==> config.mk <==
export PLATFORM = sky130hd
export DESIGN_NAME = q3k_q8k_block_dot_product_flat
export DESIGN_NICKNAME = d
export VERILOG_FILES = /design/src/design/q3kdot_pkg.sv /design/src/design/q3kdot_if.sv /design/src/design/q3kdot_fifo.sv /design/src/design/q3kdot_front.sv /design/src/design/q3kdot_back.sv /design/src/design/q3k_q8k_block_dot_product.sv /design/src/flat_wrapper.sv
export SDC_FILE = /design/constraint.sdc
export NUM_CORES = 2
export LEC_CHECK = 0
export BUFFER_PORTS_ARGS = -buffer_cell sky130_fd_sc_hd__buf_2
export CAP_MARGIN = 30
export CORE_MARGIN = 3
export CORE_UTILIZATION = 43
export CTS_BUF_LIST = sky130_fd_sc_hd__clkbuf_8
export DETAILED_ROUTE_END_ITERATION = 10
export PLACE_DENSITY_LB_ADDON = 0.05
export SYNTH_ARGS = -nofsm -noshare
export SYNTH_HDL_FRONTEND = slang
export SYNTH_SLANG_ARGS = --single-unit
==> constraint.sdc <==
create_clock -name clk_i -period 21.8 [get_ports clk_i]
set_input_delay 3.27 -clock clk_i [delete_from_list [all_inputs] [get_ports clk_i]]
set_output_delay 3.27 -clock clk_i [all_outputs]
set_load 0.01 [all_outputs]
==> src/design/q3kdot_pkg.sv <==
// Package with the shared types, constants and arithmetic functions of the dot product block.
package q3kdot_pkg;

  // Elements carried by one item and the widths of the packed input fields.
  localparam int LANES = 8;
  localparam int LOW_W = 16;
  localparam int HIGH_W = 8;
  localparam int ACT_W = 64;

  // Depth of the queue between the integer front and the float back.
  localparam int QDEPTH = 2;
  localparam int QPTR_W = (QDEPTH > 1) ? $clog2(QDEPTH) : 1;
  localparam int QCNT_W = $clog2(QDEPTH + 1);

  // Quiet NaN produced by invalid operations such as infinity times zero.
  localparam logic [31:0] QNAN_DEFAULT = 32'hFFC0_0000;
  localparam logic [31:0] QUIET_BIT = 32'h0040_0000;

  // One sub-block's work handed from the front to the back.
  typedef struct packed {
    logic [15:0] sup;
    logic [31:0] sub;
    logic [21:0] ival;
    logic        has_sub;
    logic        row_end;
  } q3kdot_entry_t;

  // Queue status seen by the front and the top level.
  typedef struct packed {
    logic              full;
    logic              empty;
    logic [QCNT_W-1:0] count;
  } q3kdot_qstat_t;

  // Float operation between its wide first half and its rounding half.
  typedef struct packed {
    logic               special;
    logic [31:0]        sbits;
    logic               sign;
    logic signed [11:0] exp;
    logic [49:0]        man;
  } q3kdot_fmid_t;

  // Sum of code times activation over the lanes of one item, modulo 2^16.
  function automatic logic [15:0] lane_sum(logic [LOW_W-1:0] lo, logic [HIGH_W-1:0] hi,
                                           logic [ACT_W-1:0] act);
    logic [15:0]        acc;
    logic [2:0]         code;
    logic signed [7:0]  a;
    logic signed [12:0] p;
    acc = '0;
    for (int k = 0; k < LANES; k++) begin
      code = '0;
      a = '0;
      if (2 * k < LOW_W) code[1:0] = lo[2*k +: 2];
      if (k < HIGH_W) code[2] = hi[k];
      if (8 * k < ACT_W) a = act[8*k +: 8];
      p = $signed({1'b0, code}) * a;
      acc = acc + 16'(p);
    end
    return acc;
  endfunction

  // Normalize and round to nearest even; value is (m / 2^49) * 2^(e - 127).
  function automatic logic [31:0] round_pack(logic s, logic signed [11:0] e, logic [49:0] m);
    logic [5:0]         lz;
    logic               found;
    logic [49:0]        mn;
    logic signed [11:0] en;
    logic [11:0]        sh;
    logic [49:0]        ms;
    logic               extra;
    logic [7:0]         ef;
    logic               inc;
    logic [30:0]        mag;
    lz = '0;
    found = 1'b0;
    extra = 1'b0;
    for (int i = 49; i >= 0; i--) begin
      if (!found && m[i]) begin
        lz = 6'(49 - i);
        found = 1'b1;
      end
    end
    if (m == '0) return {s, 31'b0};
    mn = m << lz;
    en = e - $signed({6'b0, lz});
    if (en >= 255) return {s, 8'hFF, 23'b0};
    if (en >= 1) begin
      ms = mn;
      ef = en[7:0];
    end else begin
      sh = 12'(1 - en);
      ef = '0;
      if (sh >= 12'd50) begin
        ms = '0;
        extra = |mn;
      end else begin
        ms = mn >> sh;
        extra = |(mn & ~({50{1'b1}} << sh));
      end
    end
    inc = ms[25] & ((|ms[24:0]) | extra | ms[26]);
    mag = {ef, ms[48:26]} + 31'(inc);
    return {s, mag};
  endfunction

  // Exact conversion of a half-precision value to single precision.
  function automatic logic [31:0] half_to_bits(logic [15:0] h);
    logic [4:0]         ex;
    logic [9:0]         man;
    logic signed [11:0] e;
    ex = h[14:10];
    man = h[9:0];
    if (ex == 5'h1F) begin
      return {h[15], 8'hFF, man, 13'b0} | ((man != '0) ? QUIET_BIT : 32'b0);
    end
    e = (ex == '0) ? 12'sd113 : $signed(12'(ex) + 12'd112);
    return round_pack(h[15], e, {(ex != '0), man, 39'b0});
  endfunction

  // Exact conversion of a 22-bit signed integer to single precision.
  function automatic logic [31:0] int_to_bits(logic [21:0] v);
    logic [21:0] mag;
    mag = v[21] ? (22'd0 - v) : v;
    return round_pack(v[21], 12'sd148, {mag, 28'b0});
  endfunction

  // Special cases and mantissa product of a single-precision multiply.
  function automatic q3kdot_fmid_t fmul_pre(logic [31:0] a, logic [31:0] b);
    q3kdot_fmid_t r;
    logic         nan_a, nan_b, inf_a, inf_b, zero_a, zero_b;
    logic [23:0]  ma, mb;
    logic [7:0]   ea, eb;
    nan_a = (a[30:23] == 8'hFF) && (a[22:0] != '0);
    nan_b = (b[30:23] == 8'hFF) && (b[22:0] != '0);
    inf_a = (a[30:23] == 8'hFF) && (a[22:0] == '0);
    inf_b = (b[30:23] == 8'hFF) && (b[22:0] == '0);
    zero_a = (a[30:0] == '0);
    zero_b = (b[30:0] == '0);
    r = '0;
    r.sign = a[31] ^ b[31];
    r.special = 1'b1;
    if (nan_a) r.sbits = a | QUIET_BIT;
    else if (nan_b) r.sbits = b | QUIET_BIT;
    else if ((inf_a && zero_b) || (zero_a && inf_b)) r.sbits = QNAN_DEFAULT;
    else if (inf_a || inf_b) r.sbits = {r.sign, 8'hFF, 23'b0};
    else if (zero_a || zero_b) r.sbits = {r.sign, 31'b0};
    else begin
      r.special = 1'b0;
      ea = (a[30:23] == '0) ? 8'd1 : a[30:23];
      eb = (b[30:23] == '0) ? 8'd1 : b[30:23];
      ma = {(a[30:23] != '0), a[22:0]};
      mb = {(b[30:23] != '0), b[22:0]};
      r.man = {48'(ma) * 48'(mb), 2'b00};
      r.exp = $signed(12'(ea) + 12'(eb) - 12'd126);
    end
    return r;
  endfunction

  // Special cases and aligned sum of a single-precision add.
  function automatic q3kdot_fmid_t fadd_pre(logic [31:0] a, logic [31:0] b);
    q3kdot_fmid_t r;
    logic         nan_a, nan_b, inf_a, inf_b;
    logic [31:0]  x, y;
    logic [7:0]   ex, ey, d;
    logic [49:0]  xw, yw, ys;
    logic         st;
    nan_a = (a[30:23] == 8'hFF) && (a[22:0] != '0);
    nan_b = (b[30:23] == 8'hFF) && (b[22:0] != '0);
    inf_a = (a[30:23] == 8'hFF) && (a[22:0] == '0);
    inf_b = (b[30:23] == 8'hFF) && (b[22:0] == '0);
    r = '0;
    r.special = 1'b1;
    if (nan_a) r.sbits = a | QUIET_BIT;
    else if (nan_b) r.sbits = b | QUIET_BIT;
    else if (inf_a && inf_b && (a[31] != b[31])) r.sbits = QNAN_DEFAULT;
    else if (inf_a) r.sbits = a;
    else if (inf_b) r.sbits = b;
    else begin
      r.special = 1'b0;
      if (a[30:0] >= b[30:0]) begin
        x = a;
        y = b;
      end else begin
        x = b;
        y = a;
      end
      ex = (x[30:23] == '0) ? 8'd1 : x[30:23];
      ey = (y[30:23] == '0) ? 8'd1 : y[30:23];
      d = ex - ey;
      xw = {1'b0, (x[30:23] != '0), x[22:0], 25'b0};
      yw = {1'b0, (y[30:23] != '0), y[22:0], 25'b0};
      if (d >= 8'd50) begin
        ys = '0;
        st = |yw;
      end else begin
        ys = yw >> d;
        st = |(yw & ~({50{1'b1}} << d));
      end
      ys[0] = ys[0] | st;
      r.man = (x[31] == y[31]) ? (xw + ys) : (xw - ys);
      r.sign = (r.man == '0) ? (x[31] & y[31]) : x[31];
      r.exp = $signed(12'(ex) + 12'd1);
    end
    return r;
  endfunction

  // Second half of a float operation: pass a special result or round.
  function automatic logic [31:0] fp_post(q3kdot_fmid_t m);
    return m.special ? m.sbits : round_pack(m.sign, m.exp, m.man);
  endfunction

endpackage

==> src/design/q3kdot_if.sv <==
// Handshake channels for the input items and the result items.
interface q3kdot_in_if;
  logic        valid;
  logic        ready;
  logic [15:0] weight_low_bits;
  logic [7:0]  weight_high_bits;
  logic [63:0] activations;
  logic [5:0]  group_scale_code;
  logic [11:0] group_act_sum;
  logic [31:0] sub_scale_bits;
  logic [15:0] super_scale_bits;
  logic        group_end;
  logic        subblock_end;
  logic        row_end;

  modport source(output valid, weight_low_bits, weight_high_bits, activations,
                 group_scale_code, group_act_sum, sub_scale_bits, super_scale_bits,
                 group_end, subblock_end, row_end, input ready);
  modport sink(input valid, weight_low_bits, weight_high_bits, activations,
               group_scale_code, group_act_sum, sub_scale_bits, super_scale_bits,
               group_end, subblock_end, row_end, output ready);
endinterface

interface q3kdot_out_if;
  logic        valid;
  logic        ready;
  logic [31:0] dot_value_bits;

  modport source(output valid, dot_value_bits, input ready);
  modport sink(input valid, dot_value_bits, output ready);
endinterface

==> src/design/q3kdot_fifo.sv <==
// Two-entry queue between the integer front and the float back.
module q3kdot_fifo import q3kdot_pkg::*; (
  input  logic          clk_i,
  input  logic          rst_ni,
  input  logic          push_i,
  input  q3kdot_entry_t push_data_i,
  input  logic          pop_i,
  output q3kdot_entry_t pop_data_o,
  output q3kdot_qstat_t stat_o
);

  q3kdot_entry_t mem_q [QDEPTH];
  logic [QPTR_W-1:0] wptr_q, rptr_q;
  logic [QCNT_W-1:0] count_q;

  // Entry storage.
  always_ff @(posedge clk_i) begin
    if (push_i) mem_q[wptr_q] <= push_data_i;
  end

  // Pointers and fill count.
  always_ff @(posedge clk_i or negedge rst_ni) begin
    if (!rst_ni) begin
      wptr_q <= '0;
      rptr_q <= '0;
      count_q <= '0;
    end else begin
      if (push_i) wptr_q <= (32'(wptr_q) == QDEPTH - 1) ? '0 : wptr_q + 1'b1;
      if (pop_i) rptr_q <= (32'(rptr_q) == QDEPTH - 1) ? '0 : rptr_q + 1'b1;
      count_q <= count_q + QCNT_W'(push_i) - QCNT_W'(pop_i);
    end
  end

  assign pop_data_o = mem_q[rptr_q];
  assign stat_o.full = (32'(count_q) == QDEPTH);
  assign stat_o.empty = (count_q == '0);
  assign stat_o.count = count_q;

endmodule

==> src/design/q3kdot_front.sv <==
// Integer front: lane products, group terms and sub-block integers.
module q3kdot_front import q3kdot_pkg::*; (
  input  logic          clk_i,
  input  logic          rst_ni,
  q3kdot_in_if.sink     in_i,
  input  q3kdot_qstat_t qstat_i,
  output logic          push_o,
  output q3kdot_entry_t entry_o
);

  typedef struct packed {
    logic [15:0] lsum;
    logic [5:0]  scode;
    logic [11:0] asum;
    logic [31:0] sub;
    logic [15:0] sup;
    logic        ge;
    logic        se;
    logic        re;
  } q3kdot_s1_t;

  q3kdot_s1_t         s1_q;
  logic               s1_valid_q;
  logic [15:0]        gp_q, gp_d, gp_new;
  logic [21:0]        int_q, int_d, int_grp;
  logic signed [6:0]  sc_m;
  logic signed [16:0] diff;
  logic signed [23:0] term;
  logic               needs_push, adv;

  // The held item moves on unless it needs a queue slot that is not there.
  assign needs_push = s1_q.se | s1_q.re;
  assign adv = s1_valid_q && !(needs_push && qstat_i.full);
  assign in_i.ready = !s1_valid_q || adv;

  // Lane products are summed as the item is taken.
  always_ff @(posedge clk_i or negedge rst_ni) begin
    if (!rst_ni) begin
      s1_valid_q <= 1'b0;
    end else if (in_i.ready) begin
      s1_valid_q <= in_i.valid;
    end
  end

  always_ff @(posedge clk_i) begin
    if (in_i.ready && in_i.valid) begin
      s1_q.lsum <= lane_sum(in_i.weight_low_bits, in_i.weight_high_bits, in_i.activations);
      s1_q.scode <= in_i.group_scale_code;
      s1_q.asum <= in_i.group_act_sum;
      s1_q.sub <= in_i.sub_scale_bits;
      s1_q.sup <= in_i.super_scale_bits;
      s1_q.ge <= in_i.group_end;
      s1_q.se <= in_i.subblock_end;
      s1_q.re <= in_i.row_end;
    end
  end

  // Group term: (scale code - 32) * (partial - 4 * activation sum).
  always_comb begin
    gp_new = gp_q + s1_q.lsum;
    sc_m = $signed({1'b0, s1_q.scode}) - 7'sd32;
    diff = 17'(signed'(gp_new)) - 17'(signed'({s1_q.asum, 2'b00}));
    term = 24'(sc_m) * 24'(diff);
    int_grp = s1_q.ge ? (int_q + term[21:0]) : int_q;
    gp_d = s1_q.ge ? '0 : gp_new;
    int_d = s1_q.se ? '0 : int_grp;
    if (s1_q.re) begin
      gp_d = '0;
      int_d = '0;
    end
  end

  always_ff @(posedge clk_i or negedge rst_ni) begin
    if (!rst_ni) begin
      gp_q <= '0;
      int_q <= '0;
    end else if (adv) begin
      gp_q <= gp_d;
      int_q <= int_d;
    end
  end

  // Sub-block ends and row ends go to the back.
  assign push_o = adv && needs_push;
  assign entry_o.sup = s1_q.sup;
  assign entry_o.sub = s1_q.sub;
  assign entry_o.ival = int_grp;
  assign entry_o.has_sub = s1_q.se;
  assign entry_o.row_end = s1_q.re;

endmodule

==> src/design/q3kdot_back.sv <==
// Float back: scale product, contribution and row accumulation, one operation at a time.
module q3kdot_back import q3kdot_pkg::*; (
  input  logic          clk_i,
  input  logic          rst_ni,
  input  q3kdot_qstat_t qstat_i,
  input  q3kdot_entry_t entry_i,
  output logic          pop_o,
  q3kdot_out_if.source  out_o
);

  typedef enum logic [8:0] {
    S_IDLE = 9'b000000001,
    S_CVT  = 9'b000000010,
    S_M1A  = 9'b000000100,
    S_M1B  = 9'b000001000,
    S_M2A  = 9'b000010000,
    S_M2B  = 9'b000100000,
    S_AA   = 9'b001000000,
    S_AB   = 9'b010000000,
    S_FIN  = 9'b100000000
  } q3kdot_state_e;

  q3kdot_state_e state_q, state_d;
  q3kdot_entry_t ent_q;
  q3kdot_fmid_t  mid_q, mul_mid, add_mid;
  logic [31:0]   half_q, ival_q, prod_q, acc_q, out_q;
  logic [31:0]   mul_a, mul_b, post_bits;
  logic          out_valid_q, out_free;

  assign out_free = !out_valid_q || out_o.ready;
  assign pop_o = (state_q == S_IDLE) && !qstat_i.empty;

  // One multiplier serves both products; one rounding stage serves them and the add.
  assign mul_a = (state_q == S_M1A) ? half_q : prod_q;
  assign mul_b = (state_q == S_M1A) ? ent_q.sub : ival_q;
  assign mul_mid = fmul_pre(mul_a, mul_b);
  assign add_mid = fadd_pre(acc_q, prod_q);
  assign post_bits = fp_post(mid_q);

  // Sequencer over the float steps of one entry.
  always_comb begin
    state_d = state_q;
    unique case (state_q)
      S_IDLE: if (!qstat_i.empty) state_d = entry_i.has_sub ? S_CVT : S_FIN;
      S_CVT:  state_d = S_M1A;
      S_M1A:  state_d = S_M1B;
      S_M1B:  state_d = S_M2A;
      S_M2A:  state_d = S_M2B;
      S_M2B:  state_d = S_AA;
      S_AA:   state_d = S_AB;
      S_AB:   state_d = S_FIN;
      S_FIN:  if (!ent_q.row_end || out_free) state_d = S_IDLE;
      default: state_d = S_IDLE;
    endcase
  end

  // Control state, the accumulator and the output register.
  always_ff @(posedge clk_i or negedge rst_ni) begin
    if (!rst_ni) begin
      state_q <= S_IDLE;
      acc_q <= '0;
      out_valid_q <= 1'b0;
    end else begin
      state_q <= state_d;
      if (state_q == S_AB) acc_q <= post_bits;
      if (out_o.ready) out_valid_q <= 1'b0;
      if (state_q == S_FIN && ent_q.row_end && out_free) begin
        out_valid_q <= 1'b1;
        acc_q <= '0;
      end
    end
  end

  // Operands and intermediate results.
  always_ff @(posedge clk_i) begin
    if (pop_o) ent_q <= entry_i;
    if (state_q == S_CVT) begin
      half_q <= half_to_bits(ent_q.sup);
      ival_q <= int_to_bits(ent_q.ival);
    end
    if (state_q == S_M1A || state_q == S_M2A) mid_q <= mul_mid;
    if (state_q == S_AA) mid_q <= add_mid;
    if (state_q == S_M1B || state_q == S_M2B) prod_q <= post_bits;
    if (state_q == S_FIN && ent_q.row_end && out_free) out_q <= acc_q;
  end

  assign out_o.valid = out_valid_q;
  assign out_o.dot_value_bits = out_q;

endmodule

==> src/design/q3k_q8k_block_dot_product.sv <==
// Top level of the 3-bit weight by 8-bit activation row dot product.
// The integer front takes one item per cycle unless the queue is full and the
// held item must push, and keeps the group partial and sub-block integer exact
// in two's complement. Each item that ends a sub-block or a row becomes one
// entry in a two-entry queue to the float back, which rounds every operation
// to single precision, nearest even, subnormals kept. For an entry with a
// sub-block the back steps through pop, conversion, two multiplies and one
// add, each in two steps through one shared rounding stage, then finish; a
// row end alone goes from pop to finish. The float back sets the sustained
// rate, and the front keeps taking items while the queue has room. The
// result leaves through an output register, so the back keeps working while
// a finished row waits to be taken, until the next row end reaches finish.
module q3k_q8k_block_dot_product import q3kdot_pkg::*; (
  input  logic         clk_i,
  input  logic         rst_ni,
  q3kdot_in_if.sink    in_i,
  q3kdot_out_if.source out_o
);

  q3kdot_entry_t q_push_data, q_pop_data;
  q3kdot_qstat_t qstat;
  logic          q_push, q_pop;

  q3kdot_front u_front (
    .clk_i   (clk_i),
    .rst_ni  (rst_ni),
    .in_i    (in_i),
    .qstat_i (qstat),
    .push_o  (q_push),
    .entry_o (q_push_data)
  );

  q3kdot_fifo u_fifo (
    .clk_i       (clk_i),
    .rst_ni      (rst_ni),
    .push_i      (q_push),
    .push_data_i (q_push_data),
    .pop_i       (q_pop),
    .pop_data_o  (q_pop_data),
    .stat_o      (qstat)
  );

  q3kdot_back u_back (
    .clk_i   (clk_i),
    .rst_ni  (rst_ni),
    .qstat_i (qstat),
    .entry_i (q_pop_data),
    .pop_o   (q_pop),
    .out_o   (out_o)
  );

  // The front never writes a full queue and the back never reads an empty one.
  a_no_overflow: assert property (@(posedge clk_i) disable iff (!rst_ni)
    !(q_push && qstat.full)) else $error("queue written while full");

  a_no_underflow: assert property (@(posedge clk_i) disable iff (!rst_ni)
    !(q_pop && qstat.empty)) else $error("queue read while empty");

  a_count_bound: assert property (@(posedge clk_i) disable iff (!rst_ni)
    32'(qstat.count) <= QDEPTH) else $error("queue count beyond depth");

endmodule
==> src/flat_wrapper.sv <==
// flat-port wrapper written by rule: the top's interface ports become plain ports
module q3k_q8k_block_dot_product_flat import q3kdot_pkg::*;
  (clk_i, rst_ni, in_i_valid, in_i_weight_low_bits, in_i_weight_high_bits, in_i_activations, in_i_group_scale_code, in_i_group_act_sum, in_i_sub_scale_bits, in_i_super_scale_bits, in_i_group_end, in_i_subblock_end, in_i_row_end, in_i_ready, out_o_valid, out_o_dot_value_bits, out_o_ready);
  q3kdot_in_if in_i_i ();
  q3kdot_out_if out_o_i ();
  input  logic clk_i;
  input  logic rst_ni;
  input wire logic [$bits(in_i_i.valid)-1:0] in_i_valid;
  input wire logic [$bits(in_i_i.weight_low_bits)-1:0] in_i_weight_low_bits;
  input wire logic [$bits(in_i_i.weight_high_bits)-1:0] in_i_weight_high_bits;
  input wire logic [$bits(in_i_i.activations)-1:0] in_i_activations;
  input wire logic [$bits(in_i_i.group_scale_code)-1:0] in_i_group_scale_code;
  input wire logic [$bits(in_i_i.group_act_sum)-1:0] in_i_group_act_sum;
  input wire logic [$bits(in_i_i.sub_scale_bits)-1:0] in_i_sub_scale_bits;
  input wire logic [$bits(in_i_i.super_scale_bits)-1:0] in_i_super_scale_bits;
  input wire logic [$bits(in_i_i.group_end)-1:0] in_i_group_end;
  input wire logic [$bits(in_i_i.subblock_end)-1:0] in_i_subblock_end;
  input wire logic [$bits(in_i_i.row_end)-1:0] in_i_row_end;
  output wire logic [$bits(in_i_i.ready)-1:0] in_i_ready;
  output wire logic [$bits(out_o_i.valid)-1:0] out_o_valid;
  output wire logic [$bits(out_o_i.dot_value_bits)-1:0] out_o_dot_value_bits;
  input wire logic [$bits(out_o_i.ready)-1:0] out_o_ready;
  assign in_i_i.valid = in_i_valid;
  assign in_i_i.weight_low_bits = in_i_weight_low_bits;
  assign in_i_i.weight_high_bits = in_i_weight_high_bits;
  assign in_i_i.activations = in_i_activations;
  assign in_i_i.group_scale_code = in_i_group_scale_code;
  assign in_i_i.group_act_sum = in_i_group_act_sum;
  assign in_i_i.sub_scale_bits = in_i_sub_scale_bits;
  assign in_i_i.super_scale_bits = in_i_super_scale_bits;
  assign in_i_i.group_end = in_i_group_end;
  assign in_i_i.subblock_end = in_i_subblock_end;
  assign in_i_i.row_end = in_i_row_end;
  assign in_i_ready = in_i_i.ready;
  assign out_o_valid = out_o_i.valid;
  assign out_o_dot_value_bits = out_o_i.dot_value_bits;
  assign out_o_i.ready = out_o_ready;
  q3k_q8k_block_dot_product u_core (.clk_i(clk_i), .rst_ni(rst_ni), .in_i(in_i_i), .out_o(out_o_i));
endmodule
# Word level (Yosys, flattened, before mapping)
# Memory sizes are Yosys's and may differ from the RTL's.
# Cells that the tools add are included.
op_classes:
  add_sub_neg: 32
  multipliers: 10
  order_cmp: 11
  eq_ne: 19
  shifts: 11
  mux: 386
  bitwise_logic: 22
  n_reduce_logical: 233
op_table:
  columns: ["cell", "n"]
  rows:
  - ["32-bit two-way mux", 41]
  - ["49-bit two-way mux", 15]
  - ["6-bit two-way mux", 80]
  - ["50-bit two-way mux", 7]
  - ["50-bit OR reduction", 7]
  - ["63-bit two-way mux", 5]
  - ["62-bit two-way mux", 5]
  - ["8-bit two-way mux", 25]
  - ["50-bit NOT", 4]
  - ["96-bit two-way mux", 2]
  - ["1-bit two-way mux", 187]
  - ["50-bit AND", 3]
  - ["50-bit by 12-bit << shifter with 50-bit output, first input constant", 3]
  - ["50-bit by 6-bit << shifter with 50-bit output", 3]
  - ["50-bit by 12-bit >> shifter with 49-bit output", 3]
  - ["50-bit zero test", 2]
  - ["1-bit logical AND", 99]
  - ["4-bit by 8-bit multiplier with 12-bit output", 8]
  - ["31-bit by 1-bit adder with 31-bit output", 3]
  - ["23-bit zero test", 4]
  - ["23-bit nonzero test", 4]
  - ["22-bit two-way mux", 4]
  - ["1-bit zero test", 85]
  - ["9-bit case mux with 9 select lines", 1]
  - ["other kinds (73)", 124]
totals:
  reg_bits: 465
  ramBits: 144
  inputBits: 161
  out_inout_bits: 34
  elab_cells: 755
  mem_count: 1
memory_table:
  columns: ["name", "depth", "width", "read_ports", "rd_ports_with_merged_regs", "write_ports", "line_no", "source"]
  rows:
  - ["u_core.u_fifo.mem_q", 2, 72, 1, 0, 1, "q3kdot_fifo.sv:12", "q3kdot_entry_t mem_q [QDEPTH];"]

# Longest topological paths before layout
depth:
  ltp_word: 167
  depth_mapped: 53
  depth_no_buf: 47

# By module
# A second synthesis with hierarchy kept.
unflattened:
  cells_unflattened: 8866
  hier_area_um2: 78933.2
modules_own_cells:
  columns: ["module", "n_inst", "cells_each", "area_each_um2", "seq_area_each_um2"]
  rows:
  - ["q3kdot_back", 1, 6698, 54055.6, 9850.7]
  - ["q3kdot_front", 1, 1929, 19135.9, 3528.4]
  - ["q3kdot_fifo", 1, 239, 5741.8, 4424.2]

# Least setup slack after synthesis
# No wires, ideal clock.
synth_timing:
  kind: "reg2reg"
  startpoint: "reg u_core.u_back.prod_q[21]"
  endpoint: "reg u_core.u_back.mid_q[62] (netlist bit), data pin"
  setup_time_ns: 0.269
  arrival_time_ns: 10.663
  required_time_ns: 21.531
  setup_slack_ns: 10.868
  stages_incl_launch_ff: 47
  n_path_buf: 8
  period_less_slack_ns: 10.932
  cell_sequence: "edfxtp_1 > clkbuf_1 > inv_1 > ha_1 > nand4_1 > nor3_1 > a311oi_1 > o22a_1 > nand2_1 > clkbuf_1 > clkbuf_1 > clkbuf_1 > clkbuf_1 > buf_1 > a21oi_1 > nand3_1 > o21ai_0 > inv_1 > [11 not listed] > o211ai_1 > o31ai_2 > ha_1 > inv_1 > a31oi_1 > nand4_1 > a2111oi_0 > nor4b_1 > nand4_1 > o31a_1 > o221a_2 > xnor2_1 > nor4_1 > nand4_1 > nor4b_1 > nand4_1 > mux2i_1 > o21ai_0"
synth_via:
  elab_chain_cells: 31
  elab_cells_between_ends: 59
  classes_between: "add/sub: 3; order compare: 2; eq/ne: 1; shift: 2; mux: 34; bitwise: 4; reduce/logical: 13"
synth_lines:
  columns: ["element", "line_no", "source"]
  rows:
  - ["start, declared", "q3kdot_back.sv:26", "logic [31:0] half_q, ival_q, prod_q, acc_q, out_q;"]
  - ["start signal, assigned", "q3kdot_back.sv:83", "if (state_q == S_M1B || state_q == S_M2B) prod_q <= post_bits;"]
  - ["31-bit greater-or-equal comparator", "q3kdot_pkg.sv:182", "if (a[30:0] >= b[30:0]) begin"]
  - ["32-bit two-way mux", "q3kdot_pkg.sv:182", null]
  - ["32-bit two-way mux", "q3kdot_pkg.sv:179", "else if (inf_b) r.sbits = b;"]
  - ["32-bit two-way mux", "q3kdot_pkg.sv:178", "else if (inf_a) r.sbits = a;"]
  - ["32-bit two-way mux", "q3kdot_pkg.sv:177", "else if (inf_a && inf_b && (a[31] != b[31])) r.sbits = QNAN_DEFAULT;"]
  - ["32-bit two-way mux", "q3kdot_pkg.sv:176", "else if (nan_b) r.sbits = b | QUIET_BIT;"]
  - ["32-bit two-way mux", "q3kdot_pkg.sv:175", "if (nan_a) r.sbits = a | QUIET_BIT;"]
  - ["8-bit zero test (on tied branches)", "q3kdot_pkg.sv:189, q3kdot_pkg.sv:190", null]
  - ["[15 not listed]", null, null]
  - ["50-bit zero test", "q3kdot_pkg.sv:203", "r.sign = (r.man == '0) ? (x[31] & y[31]) : x[31];"]
  - ["1-bit two-way mux", "q3kdot_pkg.sv:203", null]
  - ["63-bit two-way mux", "q3kdot_pkg.sv:179", null]
  - ["63-bit two-way mux", "q3kdot_pkg.sv:178", null]
  - ["63-bit two-way mux", "q3kdot_pkg.sv:177", null]
  - ["63-bit two-way mux *", "q3kdot_pkg.sv:176", null]
  - ["63-bit two-way mux *", "q3kdot_pkg.sv:175", null]
  - ["96-bit two-way mux *", "q3kdot_back.sv:82", "if (state_q == S_AA) mid_q <= add_mid;"]
  - ["end signal, assigned", "q3kdot_back.sv:81", "if (state_q == S_M1A || state_q == S_M2A) mid_q <= mul_mid;"]
  - ["end signal, assigned", "q3kdot_back.sv:82", null]
  - ["end, declared", "q3kdot_back.sv:25", "q3kdot_fmid_t mid_q, mul_mid, add_mid;"]
# Every way passes the cells marked *; elsewhere a longest branch is shown, timed or not. The select of a mux whose other input is x is not followed.
# A chain may end at the register's enable or synchronous reset.

# Worst setup path after layout
layout_timing:
  startpoint: "reg u_core.u_back.prod_q[14]"
  endpoint: "reg u_core.u_back.mid_q[62] (netlist bit), data pin"
# The elaborated chain is that of the path after synthesis.

==> metrics.yaml <==
global_route:
  gr-total-overflow: 0
  grt_usage_pct: 35.4
  grt_max_degree: 124
  antenna_found_initial: 12
  grt_pass1_vias: 71700
  grt_pass1_wl_um: 498000
cts:
  cts-hold-fix-buffers: 0
  htreeDepth: 3
  clk_path_buf_depth: 3
  clock-root-buffer: "clkbuf_8"
  clk_pin_slew_ns: 0.06
  cts.sinks: 607
  post_cts_buffers: 0
  cts_buffers: 107
  insertion_delay_ns: 0.87
  cts_tree: "yes"
  cts_resized: 0
synth:
  synth_ff_type: "edfxtp_1"
  synth_edf_count: 522
  ys_seq_area_share_pct: 22.5
  synth_area_per_cell_um2: 8.91
  async_flop_share_pct: 14.0
  yosys_register_bits: 607
  synthCells: 8875
  yosys_warnings: 0
  netlist_area_mm2: 0.0790
  ys_types: 126
floorplanning:
  dieArea_mm2: 0.189
  io_pins: 195
  rows: 156
  dieWidth_um: 435
  die_y_um: 435
  core_area_mm2: 0.182
  initial_core_util_pct: 43.5
drt:
  drt_iter0_drc: 6962
  drt-total-wl_um: 342000
  first_pass_iters: 8
  vias_per_cell: 6.17
  drc: 0
  dr_total_vias: 71300
  ant_nets: 0
  wl_per_cell_um: 29.6
setup_path:
  r2r_slack_ns: 7.85
  startpoint: "u_core.u_back.prod_q[14]$_DFFE_PP_"
  endpoint: "u_core.u_back.mid_q[62]$_DFFE_PP_"
  path_common_cell: "nand4_1"
  critPathKind: "flop to flop"
  crit_arrival_ns: 14.50
  timing.rr.end: "u_core.u_back.mid_q[62]$_DFFE_PP_"
  path_max_fanout: 44
  reg2reg_from: "u_core.u_back.prod_q[14]$_DFFE_PP_"
  slowest_stage: "o31ai_2"
  slowest_delay_ns: 0.81
  worstPathRequired_ns: 22.35
  cp-end-kind: "flop"
  startpoint_type: "flop"
  rr_worst_depth: 44
hold_path:
  hp-class: "flop to flop"
sta:
  whs_ns: 0.438
  period_share_pct: 64.0
  tightestPinTransition_ns: 1.19
  slew_headroom_pct: 18.9
  rsz0062_at_grt: "no"
  period_needed_ns: 13.95
  layout_setup_ws_ns: 7.85
  final-hold-violation-count: 0
  clock.fmax_mhz: 71.7
  setup_viol: 0
  tns_ns: 0
  slew_viol_final: 0
  fin_worst_skew_ns: 0.0683
place:
  portBuffers: 194
  hpwlAfterDp_um: 271000
  gp_congestion: 1.02
  pre_cts_ws_ns: 8.08
cells_and_area:
  postLayoutCoreUtil_pct: 47.3
  drive_gt1_share_pct: 10.9
  nNetsFinal: 10500
  syn_to_final_growth_pct: 8.72
  nFillCells: 17600
status:
  outcome: "finished, final reports clean"
job:
  cap_violations: 0
-- cell usage in the layout (no fill, tap or decap), drive strengths merged, types with 50 or more instances in the layout --
cell       n
mux2     135
nor4      99
nand4    101
buf      455
fa       783
nand2   1021
a22oi     65
clkbuf   116
nor3     185
ha       515
a21oi    451
a211oi    67
or3       50
nand2b    69
o211ai    51
o21ai    399
xor2      87
a22o      59
and2     273
nand3    199
mux2i    186
o22ai     89
a21o      59
edfxtp   522
dfrtp     84
o31ai     74
a31oi     93
inv     1225
xnor2    175
nor2     615
o21bai    68
-- worst min path at each step --
| stage | start | endpoint | slack (ns) | depth (start not counted) |
|---|---|---|---|---|
| finish | u_core.u_back.ent_q[71]$_DFFE_PP_ | u_core.u_back.half_q[31]$_DFFE_PP_ | 0.44 | 0 |
| global route | u_core.u_front.entry_o[62]$_DFFE_PP_ | u_core.u_fifo.mem_q[0][62]$_DFFE_PP_ | 0.46 | 0 |
| CTS | u_core.u_front.entry_o[64]$_DFFE_PP_ | u_core.u_fifo.mem_q[1][64]$_DFFE_PP_ | 0.44 | 0 |
| detailed placement | u_core.u_back.ent_q[71]$_DFFE_PP_ | u_core.u_back.half_q[31]$_DFFE_PP_ | 0.41 | 0 |
| global placement | u_core.u_back.ent_q[71]$_DFFE_PP_ | u_core.u_back.half_q[31]$_DFFE_PP_ | 0.41 | 0 |
| floorplan | u_core.u_back.ent_q[71]$_DFFE_PP_ | u_core.u_back.half_q[31]$_DFFE_PP_ | 0.40 | 0 |
-- through the flow --
step | cell area (um^2) | cells
floorplan | 79100 | 8891
global placement | 83500 | 11300
detailed placement | 83700 | 11300
CTS | 85800 | 11500
global route | 85900 | 11500
finish | 85900 | 11600
-- registers in the layout, summed over array words and instances, names as in the netlist, 16 cells and up --
register / flops
u_core.u_front.int_q: 22
u_core.u_back.out_o.dot_value_bits: 32
u_core.u_back.prod_q: 32
u_core.u_back.ent_q: 71
u_core.u_front.s1_q: 35
u_core.u_back.acc_q: 32
u_core.u_front.gp_q: 16
u_core.u_front.entry_o: 50
u_core.u_back.half_q: 32
u_core.u_fifo.mem_q: 144
u_core.u_back.mid_q: 94
u_core.u_back.ival_q: 32
-- worst max-delay path: cells and delay by family (launching register included) --
kind | cells | cell delay [ns]
adders and majority gates | 4 | 1.22
xor gates and xnor gates | 2 | 0.26
buffers and inverters | 8 | 1.89
AOI/OAI and AO/OA | 14 | 4.91
muxes | 3 | 0.83
DFF | 1 | 0.55
and+or+nand+nor | 13 | 3.96
-- synthesized netlist by cell type (59+ instances only) --
cell type	number	area share [%]
xor2_1	87	0.96
a21o_1	59	0.56
o31ai_1	73	0.69
inv_1	1172	5.6
dfrtp_1	84	2.7
a31oi_1	92	0.73
nand2_1	1019	4.8
a211oi_1	63	0.60
xnor2_1	175	1.9
nand2b_1	69	0.55
nand4_1	99	0.78
a21oi_1	442	2.8
nor3_1	174	1.1
nor4_1	95	0.75
mux2i_1	186	2.4
edfxtp_1	522	20
o22ai_1	86	0.68
ha_1	515	8.2
o21bai_1	68	0.65
fa_1	783	20
mux2_2	135	1.9
nand3_1	197	1.2
clkbuf_1	367	1.7
nor2_1	612	2.9
a22oi_1	62	0.59
o21ai_0	346	2.2
and2_1	270	2.1
-- cell type report --
cell class | count | area, um^2 | area share, %
multi-input combinational | 6648 | 55400 | 64.5
timing repair buffer | 456 | 3000 | 3.49
sequential | 607 | 17800 | 20.7
tap | 2449 | 3060 | 3.57
inverter | 1182 | 4440 | 5.17
clock inverter | 82 | 569 | 0.662
antenna | 11 | 27.5 | 0.0320
clock buffer | 115 | 1580 | 1.84
-- kinds of logic (layout without fill, tap and decap cells) --
| family | after synthesis | after routing | share of synthesized area (%) |
|---|---|---|---|
| simple gates | 2823 | 2823 | 17.0 |
| fa+ha+maj | 1299 | 1299 | 28.0 |
| flops | 607 | 607 | 22.5 |
| compound gates | 1885 | 1885 | 16.2 |
| buf+inv | 1636 | 1835 | 7.95 |
| xor+xnor | 262 | 262 | 2.90 |
| mux | 361 | 361 | 5.42 |
| other cells | 2 | 29 | 0.00950 |
-- metal layers --
layer	up-vias	global-route usage (%)	share of wire [%]
met5	-	0	0.016
met4	8	20.7	7.3
met3	926	5.56	6.8
met2	3383	58.2	47
met1	35800	44.0	39
li1	31100	-	-
Power is left out: the tool's default activity adds up to more than one toggle a clock period on the data nets, which glitch-free logic cannot reach.
